==> config.mk <==
export PLATFORM = sky130hd
export DESIGN_NAME = atli_div
export DESIGN_NICKNAME = d
export VERILOG_FILES = /design/src/hdl/atli_div.sv
export SDC_FILE = /design/constraint.sdc
export NUM_CORES = 1
export LEC_CHECK = 0
export ABC_AREA = 1
export ABC_CLOCK_PERIOD_IN_PS = 8600
export BUFFER_PORTS_ARGS = -buffer_cell sky130_fd_sc_hd__buf_2
export CORE_ASPECT_RATIO = 1.75
export CORE_MARGIN = 3
export CORE_UTILIZATION = 60
export CTS_BUF_LIST = sky130_fd_sc_hd__clkbuf_8
export DETAILED_ROUTE_END_ITERATION = 7
export PLACE_DENSITY = 0.85
export REMOVE_ABC_BUFFERS = 1
export SLEW_MARGIN = 20
export SYNTH_ARGS = -nofsm -noshare
export SYNTH_HDL_FRONTEND = slang
export SYNTH_SLANG_ARGS = --single-unit
export TNS_END_PERCENT = 30
==> constraint.sdc <==
create_clock -name clk -period 8.6 [get_ports clk]
set_clock_uncertainty 0.1 [all_clocks]
set_input_delay 1.72 -clock clk [delete_from_list [all_inputs] [get_ports clk]]
set_output_delay 1.72 -clock clk [all_outputs]
set_load 0.03 [all_outputs]
==> src/hdl/atli_div.sv <==
// Restoring 64-by-32 divider, one quotient bit per cycle.
`timescale 1ns / 1ps
module atli_div (
  input  logic        clk,
  input  logic        rst,
  input  logic        start,
  input  logic [63:0] dividend,
  input  logic [31:0] divisor,
  output logic        done,
  output logic [31:0] quotient
);
  logic [63:0] num;
  logic [32:0] rem;
  logic [31:0] den;
  logic [6:0]  cnt;
  logic        busy;
  logic [32:0] trial;
  logic [32:0] shifted;

  assign shifted = {rem[31:0], num[63]};
  assign trial   = shifted - {1'b0, den};

  // Shift and subtract; quotient bits collect in num
  always_ff @(posedge clk) begin
    if (rst) begin
      busy <= 1'b0;
      done <= 1'b0;
    end else begin
      done <= 1'b0;
      if (start) begin
        busy <= 1'b1;
        num  <= dividend;
        den  <= divisor;
        rem  <= '0;
        cnt  <= 7'd0;
      end else if (busy) begin
        if (!trial[32]) begin
          rem <= trial;
          num <= {num[62:0], 1'b1};
        end else begin
          rem <= shifted;
          num <= {num[62:0], 1'b0};
        end
        cnt <= cnt + 7'd1;
        if (cnt == 7'd63) begin
          busy <= 1'b0;
          done <= 1'b1;
        end
      end
    end
  end
  // Quotient fits in 32 bits since x-k0 < k1-k0
  assign quotient = num[31:0];
endmodule

# Word level (Yosys, flattened, before mapping)
# Cells that the tools add are included.
[totals]
register_bits = 137
out_inout_bits = 33
wordCells = 25
[classes]
addsub = 2
eq_ne = 1
muxes = 10
bitwise = 2
reduce_logical = 4
[op_table]
columns = ["op", "n"]
rows = [
  ["$mux 64", 2],
  ["$mux 32", 2],
  ["$sub 33x32->33", 1],
  ["$add 7x1->7 const B", 1],
  ["$eq 7x6->1 const B", 1],
  ["$mux 7", 1],
  ["$mux 1", 5],
  ["$reduce_and 2->1", 2],
  ["$reduce_or 3->1", 1],
  ["$not 1->1", 2],
  ["$reduce_bool 2->1", 1],
]

# Logic depth before layout (Yosys ltp)
# Gate-level depths: netlist of the first run.
[logic_depth]
depth_word = 4
ltp_mapped = 18

# Least setup slack after synthesis of the first run
# OpenSTA, ideal clock, no wires.
[synth_timing]
path_kind = "input port to flip-flop"
startpoint = "input port start"
endpoint = "register busy"
setup_ns = 0.080
t_arrival_ns = 7.739
t_required_ns = 8.420
path_slack_ns = 0.682
path_stages = 6
path_cell_list = "clkbuf_1 -> inv_1 -> clkbuf_1 -> a21oi_1 -> o21ai_0 -> inv_1"
[synth_via]
elab_chain_cells = 1
[synth_rtl]
columns = ["item", "line_no", "rtl"]
rows = [
  ["start: declaration", "6", "input logic start,"],
  ["$mux 1", "30", "if (start) begin"],
  ["end signal: assignment", "26", "busy <= 1'b0;"],
  ["end signal: assignment", "31", "busy <= 1'b1;"],
  ["end signal: assignment", "46", "busy <= 1'b0;"],
  ["end: declaration", "16", "logic busy;"],
]
# Every way passes these cells.
# A chain may end at the register's enable or synchronous reset.

# Worst setup path in the final report of the first run
# Same ends and word-level chain as after synthesis.

==> results of run 1 <==
## synth_stat cells
library cell    n  area share [%]
a21o_1          2            0.17
a21oi_1        25             1.4
a21oi_2         1            0.10
a21oi_4         1            0.19
and2_1          2            0.14
and3_1          1           0.072
buf_12          1            0.23
buf_4          32             2.8
buf_6           4            0.52
clkbuf_1       19            0.82
clkinv_1        1           0.043
dfxtp_1         2            0.46
edfxtp_1      135              47
fa_1            1            0.23
ha_1           33             4.8
inv_1         159             6.9
inv_2          11            0.48
nand2_1       488              21
nand2_2        16             1.2
nand2_4         8             1.0
nand3_1        26             1.5
nand3_2         3            0.35
nand3b_1        9            0.78
nand4_1         6            0.43
nor2_1        104             4.5
nor2_2          6            0.43
nor2_4          2            0.26
nor3_1          5            0.29
nor4_1          2            0.14
o21ai_0         5            0.29
o21bai_1        2            0.17
or2_1           1           0.072
or2_2           1           0.072
xnor2_1         1            0.10
xor2_1         14             1.4
## kinds of logic (layout without fill, tap and decap cells)
family / count (synthesis) / after routing
buf+inv: 227 / 339
fa+ha+maj: 34 / 34
xor+xnor: 15 / 15
flops: 137 / 137
simple gates: 680 / 680
compound gates: 36 / 36
## sequential cells by signal (all words and copies together), names as in the netlist
| name | cells |
|---|---|
| done | 1 |
| busy | 1 |
| num | 64 |
| rem | 32 |
| den | 32 |
| cnt | 7 |
## worst max-delay path: stages
cell     delay (ps)
buf_2            70
buf_4           530
inv_2           110
a21oi_4         550
buf_4           810
o21ai_0         230
inv_1            90
## layout make-up
| class | count | area (sq um) |
|---|---|---|
| Timing Repair Buffer | 136 | 713.2 |
| Sequential cell | 137 | 4094 |
| Fill cell | 1165 | 4390 |
| Clock buffer | 17 | 234.0 |
| Multi-Input combinational cell | 765 | 3595 |
| Tap cell | 177 | 221.5 |
| Inverter | 171 | 641.9 |
| Clock inverter | 15 | 160.2 |
## power groups by stage
stage | Sequential (W) | Clock, W | Combinational [W]
6_report | 0.000827 | 0.000537 | 0.000512
5_1_grt | 0.000833 | 0.000574 | 0.000578
4_1_cts | 0.000827 | 0.000541 | 0.000512
3_5_place_dp | 0.000842 | 0 | 0.000509
3_3_place_gp | 0.000841 | 0 | 0.000495
2_1_floorplan | 0.000860 | 0 | 0.000349
## how the worst max path moves through the flow
stage	endpoint	cells past startpoint	startpoint
3_5_place_dp	busy	7	start
5_1_grt	busy	7	start
2_1_floorplan	busy	4	start
4_1_cts	num[43]	5	start
6_report	busy	7	start
3_3_place_gp	cnt[6]	5	start
## stage by stage
step	setup TNS, ps	std cells
final	0	1418
after global routing	0	1418
after CTS	0	1418
after detailed placement	0	1386
after global placement	0	1385
after floorplan	-38.13	1073
## layer usage
layer | vias up | global-route usage (%) | routed length (um)
met5 | - | 0 | 0
li1 | 3655 | - | -
met3 | 63 | 4.834 | 1065
met1 | 3165 | 26.77 | 7454
met4 | 0 | 13.23 | 915
met2 | 222 | 51.29 | 10990
==> impl_metrics.py, run 1 <==
metrics = {
    "routing": {
        "vias_per_cell": 5.011,
        "ant_nets": 0,
        "vias": 7105,
        "drcViolationCount": 0,
        "drt-total-wl_mm": 20.42,
        "wl_per_cell_um": 14.40,
        "drtPass1Iterations": 7,
        "drtIter0Drc": 342,
    },
    "final_layout": {
        "layout_commonest_cell": "nand2_1",
        "syn_to_final_growth_pct": 11.18,
        "diodes": 0,
        "drive_gt1_share_pct": 17.73,
        "finalInstanceArea_sq_um": 9659,
        "nets": 1361,
        "final_cell_mix": "nand2_1, inv_1, edfxtp_1, buf_2, nor2_1",
        "fin_util_pct": 68.75,
    },
    "power": {
        "leakagePower_nw": 5.071,
        "finalPower_w": 0.001877,
        "share_comb_of_total_power_pct": 27.3,
        "peakVddDrop_mv": 0.1237,
        "p_switching_w": 0.0006641,
        "pwr_density_cell_nw_per_um2": 194.3,
        "clock_power_share_pct": 28.6,
        "cellInternalPower_w": 0.001213,
        "p_seq_share_pct": 44.1,
        "swShare_pct": 35.39,
    },
    "synth": {
        "synth.avg_cell_area_sq_um": 7.696,
        "yosysWarnings": 0,
        "post_synth_and_or_nand_nor_area_fraction_pct": 32.30,
        "synth_top_family_by_area": "simple AND/OR/NAND/NOR gates",
        "synth_cell_types": 35,
        "synth-seq-area-share_pct": 47.12,
        "synth_mux_area_share_pct": 0,
        "syn-instance-count": 1129,
        "synth_compound_area_share_pct": 2.362,
        "ys_ff_latch": 137,
        "syn_area_sq_um": 8688,
        "synth_xor_area_share_pct": 1.512,
        "synthAdderAreaFrac_pct": 4.983,
    },
    "cts": {
        "cts_buffers": 17,
        "cts_resized": 0,
        "clk_latency_ps": 460,
        "clock_tree.buffer_depth": 2,
        "cts.sinks": 137,
        "postCtsHoldBufs": 0,
        "clk_pin_slew_ps": 100,
        "htreeDepth": 4,
        "cts_setup_buffers": 0,
        "root_buffer": "clkbuf_8",
        "tritoncts": "built",
    },
    "die": {
        "core_area_sq_um": 14050,
        "die_area_sq_um": 16020,
        "die_x_um": 96.97,
        "fp-row-count": 57,
        "ios": 132,
        "start_util_pct": 61.84,
        "die_y_um": 165.2,
    },
    "timing": {
        "slew_viol_final": 0,
        "max_freq_ghz": 0.2571,
        "fin_ws_ps": 4710,
        "hold_slack_ps": 418.2,
        "period_needed_ps": 3890,
        "relSlewSlack_pct": 31.11,
        "hold_viol": 0,
        "worst_slew_pin_slew_ps": 1031,
        "setup_violations": 0,
        "rsz0062_at_grt": "no",
        "fin_crit_sh_pct": 45.23,
    },
    "worst_setup_path": {
        "r2r-start": "num[63]",
        "worst_setup_path_end_kind": "register",
        "crit_type": "input port to register",
        "worstSetupStartpointType": "input port",
        "timing.rr.end": "rem[1]",
        "reg2reg_slack_ps": 5760,
        "critPathArrivalTime_ps": 4200,
        "required_ps": 8910,
        "critPathMaxFanout": 73,
        "reg2reg_depth": 17,
    },
    "min_path": {
        "holdCritPathClass": "register to register",
        "min_from": "busy",
        "timing.hold.worst_path_depth": 2,
        "hold-path-endpoint": "done",
    },
    "job": {
        "drv_cap": 0,
    },
    "global_routing": {
        "antenna_found_initial": 0,
        "grt_pass1_vias": 7355,
        "grt.overflow.total": 0,
        "grt_max_degree": 74,
        "grtUsageTotal_pct": 26.43,
        "grt_first_pass_wirelength_mm": 33.78,
    },
    "place": {
        "io_buffers": 131,
        "place_area_sq_um": 9265,
        "gp_congestion": 0.9459,
        "detailed_place_hpwl_mm": 15.45,
        "dp_slack_ps": 4229,
    },
    "run_status": {
        "outcome": "finished, final reports clean",
    },
}
(Power assumes the default switching activity.)
==> inputs of run 2 (changes only) <==
Settings changed: ABC_AREA 1 to 0, ABC_CLOCK_PERIOD_IN_PS 8600 to 3440, CORE_UTILIZATION 60 to 53, PLACE_DENSITY 0.85 to 0.8.
Clock period 8.6 ns to 3.44 ns, I/O delays scaled along.
==> impl_metrics.py, run 2 <==
metrics = {
    "cts": {
        "clock_tree.buffer_depth": 2,
        "clk_latency_ps": 440,
        "clk_pin_slew_ps": 100,
        "root_buffer": "clkbuf_8",
        "cts_buffers": 17,
        "tritoncts": "built",
        "cts.sinks": 137,
        "postCtsHoldBufs": 0,
        "htreeDepth": 4,
    },
    "timing": {
        "fin_crit_sh_pct": 99.62,
        "max_freq_ghz": 0.2918,
        "setup_violations": 0,
        "worst_slew_pin_slew_ps": 631.0,
        "hold_slack_ps": 314.1,
        "relSlewSlack_pct": 57.93,
        "period_needed_ps": 3427,
        "hold_viol": 0,
        "fin_ws_ps": 13.07,
        "slew_viol_final": 0,
        "rsz0062_at_grt": "yes",
    },
    "worst_setup_path": {
        "worstSetupStartpointType": "register",
        "critPathArrivalTime_ps": 3620,
        "r2r-start": "rem[4]",
        "timing.rr.end": "rem[0]",
        "reg2reg_slack_ps": 10,
        "required_ps": 3640,
        "worst_setup_path_end_kind": "register",
        "setup.worst_path.start": "rem[4]",
        "reg2reg_depth": 12,
        "critPathMaxFanout": 8,
        "crit_type": "register to register",
    },
    "final_layout": {
        "largest_register_ffs": 64,
        "largest-register": "num",
        "fillers": 1082,
        "nets": 864,
        "top_regs": "num x64, den x32, rem x32",
        "diodes": 0,
        "drive_gt1_share_pct": 36.96,
        "fin_cells": 921,
        "layout_commonest_cell": "edfxtp_1",
        "syn_to_final_growth_pct": 17.24,
        "final_cell_mix": "edfxtp_1, buf_2, mux2_2, nor2_1, inv_1",
    },
    "run_status": {
        "outcome": "finished, final reports clean",
    },
    "synth": {
        "yosys-top-cells-count": "edfxtp_1, mux2_2, nor2_1",
        "syn-instance-count": 610,
        "synth_edf_count": 135,
        "async_reset_ff_share_pct": 0,
        "synth_top_area_share_pct": 53.65,
        "synth_area_leaders": "edfxtp_1, mux2_2, ha_1",
        "ys_ff_latch": 137,
        "synth-seq-area-share_pct": 54.18,
        "yosysTopAreaCell": "edfxtp_1",
        "ys.flop_type": "edfxtp_1",
        "yosysWarnings": 0,
        "syn_area_sq_um": 7556,
        "synth.avg_cell_area_sq_um": 12.39,
        "synth_cell_types": 56,
        "synth_most_common_cell": "edfxtp_1",
    },
    "routing": {
        "drtPass1Iterations": 4,
        "routed-wl-met3_um": 680,
        "drtIter0Drc": 291,
        "wl_met2_mm": 8.433,
        "drt-total-wl_mm": 15.39,
        "vias": 5105,
        "drcViolationCount": 0,
        "ant_nets": 0,
        "m1WireLength_mm": 5.787,
        "wl_per_cell_um": 16.71,
        "top_layer_used": "met4",
        "vias_per_cell": 5.543,
    },
    "job": {
        "drv_cap": 0,
    },
    "die": {
        "die_y_um": 164.0,
        "ios": 132,
        "start_util_pct": 54.33,
        "die_area_sq_um": 15780,
        "fp-row-count": 57,
        "core_area_sq_um": 13910,
        "die_x_um": 96.26,
    },
    "power": {
        "p_seq_share_pct": 43.6,
        "clock_power_share_pct": 30.2,
        "p_switching_w": 0.001457,
        "peakVddDrop_mv": 0.4433,
        "cellInternalPower_w": 0.003283,
        "swShare_pct": 30.73,
        "share_comb_of_total_power_pct": 26.2,
        "leakagePower_nw": 3.605,
        "pwr_density_cell_nw_per_um2": 535.1,
    },
    "place": {
        "place_inst": 879,
        "dp_slack_ps": 33.95,
        "detailed_place_hpwl_mm": 10.99,
        "io_buffers": 131,
        "gp_congestion": 0.8735,
    },
    "min_path": {
        "holdCritPathClass": "input port to register",
        "timing.hold.worst_path_depth": 1,
        "min_from": "divisor[15]",
        "hold-path-endpoint": "den[15]",
    },
    "global_routing": {
        "grt_max_degree": 75,
        "antenna_found_initial": 0,
        "grt_first_pass_wirelength_mm": 25.07,
        "grtUsageTotal_pct": 20.38,
        "grt_pass1_vias": 5438,
        "grt.overflow.total": 0,
    },
}
==> run 2: critical path, stage by stage, from the launching register on <==
cell and delay, ps:
edfxtp_1 430, ha_4 240, a21o_1 170, or3_1 310, o21a_1 200, a311o_1 380, buf_4 160, a31o_4 210
a41o_4 290, nor2_8 230, buf_12 170, mux2_4 300, nor2_2 90
==> run 2: cells by family (layout without fill, tap and decap cells) <==
logic type               count (synthesis)  in the layout  share of synthesized area [%]
AO/OA/AOI/OAI                          106            106                          9.373
XOR/XNOR                                29             29                          3.362
adder cells (fa/ha/maj)                 34             34                          5.729
buffers and inverters                   93            227                          6.524
flip-flops                             137            137                          54.18
multiplexers                            88             88                          12.85
AND/OR/NAND/NOR                        123            123                          7.981
==> run 2: timing repair <==
item,in CTS,in global routing
setup buffers,1,7
endpoints found under the setup margin,1,31
hold endpoints to repair,0,0
resized for setup,0,11
pin swaps,1,9
cloned,0,2
==> run 2: per-layer routing <==
metal,global-route usage (%),up-vias
li1,-,2466
met1,23.43,2456
met2,35.04,137
met3,4.629,46
met4,9.780,0
met5,0,-
==> run 2: power groups by stage <==
stage	sequential, W	combinational [W]	clock (W)
floorplan	0.00214	0.000757	0
global placement	0.00210	0.00111	0
finish	0.00207	0.00124	0.00143
CTS	0.00207	0.00116	0.00147
global route	0.00208	0.00136	0.00154
detailed placement	0.00210	0.00115	0
==> run 2: cell type report <==
class                           instances  area, sq um  share of cell area [%]
Clock buffer                           17        234.0                   2.641
Sequential cell                       137         4094                   46.21
Timing Repair Buffer                  155        923.4                   10.42
Inverter                               40        150.1                   1.695
Clock inverter                         15        197.7                   2.232
Tap cell                              177        221.5                   2.500
Multi-Input combinational cell        380         3038                   34.29
==> run 2: worst max-delay path by stage <==
stage	cells past startpoint	to	slack, ps
5_1_grt	12	rem[10]	-80
6_report	12	rem[0]	10
3_3_place_gp	13	rem[25]	190
3_5_place_dp	13	rem[21]	30
2_1_floorplan	2	cnt[0]	-2320
4_1_cts	13	rem[21]	7
==> run 2: through the flow <==
stage | power (W) | setup TNS (ps) | utilization, % | area, sq um
4_1_cts | 0.004698 | 0 | 62.54 | 8697
5_1_grt | 0.004973 | -1165 | 63.70 | 8859
2_1_floorplan | 0.002901 | -241190 | - | 7213
6_report | 0.004740 | 0 | 63.70 | 8859
3_3_place_gp | 0.003205 | 0 | 59.38 | 8258
3_5_place_dp | 0.003250 | 0 | 59.38 | 8258
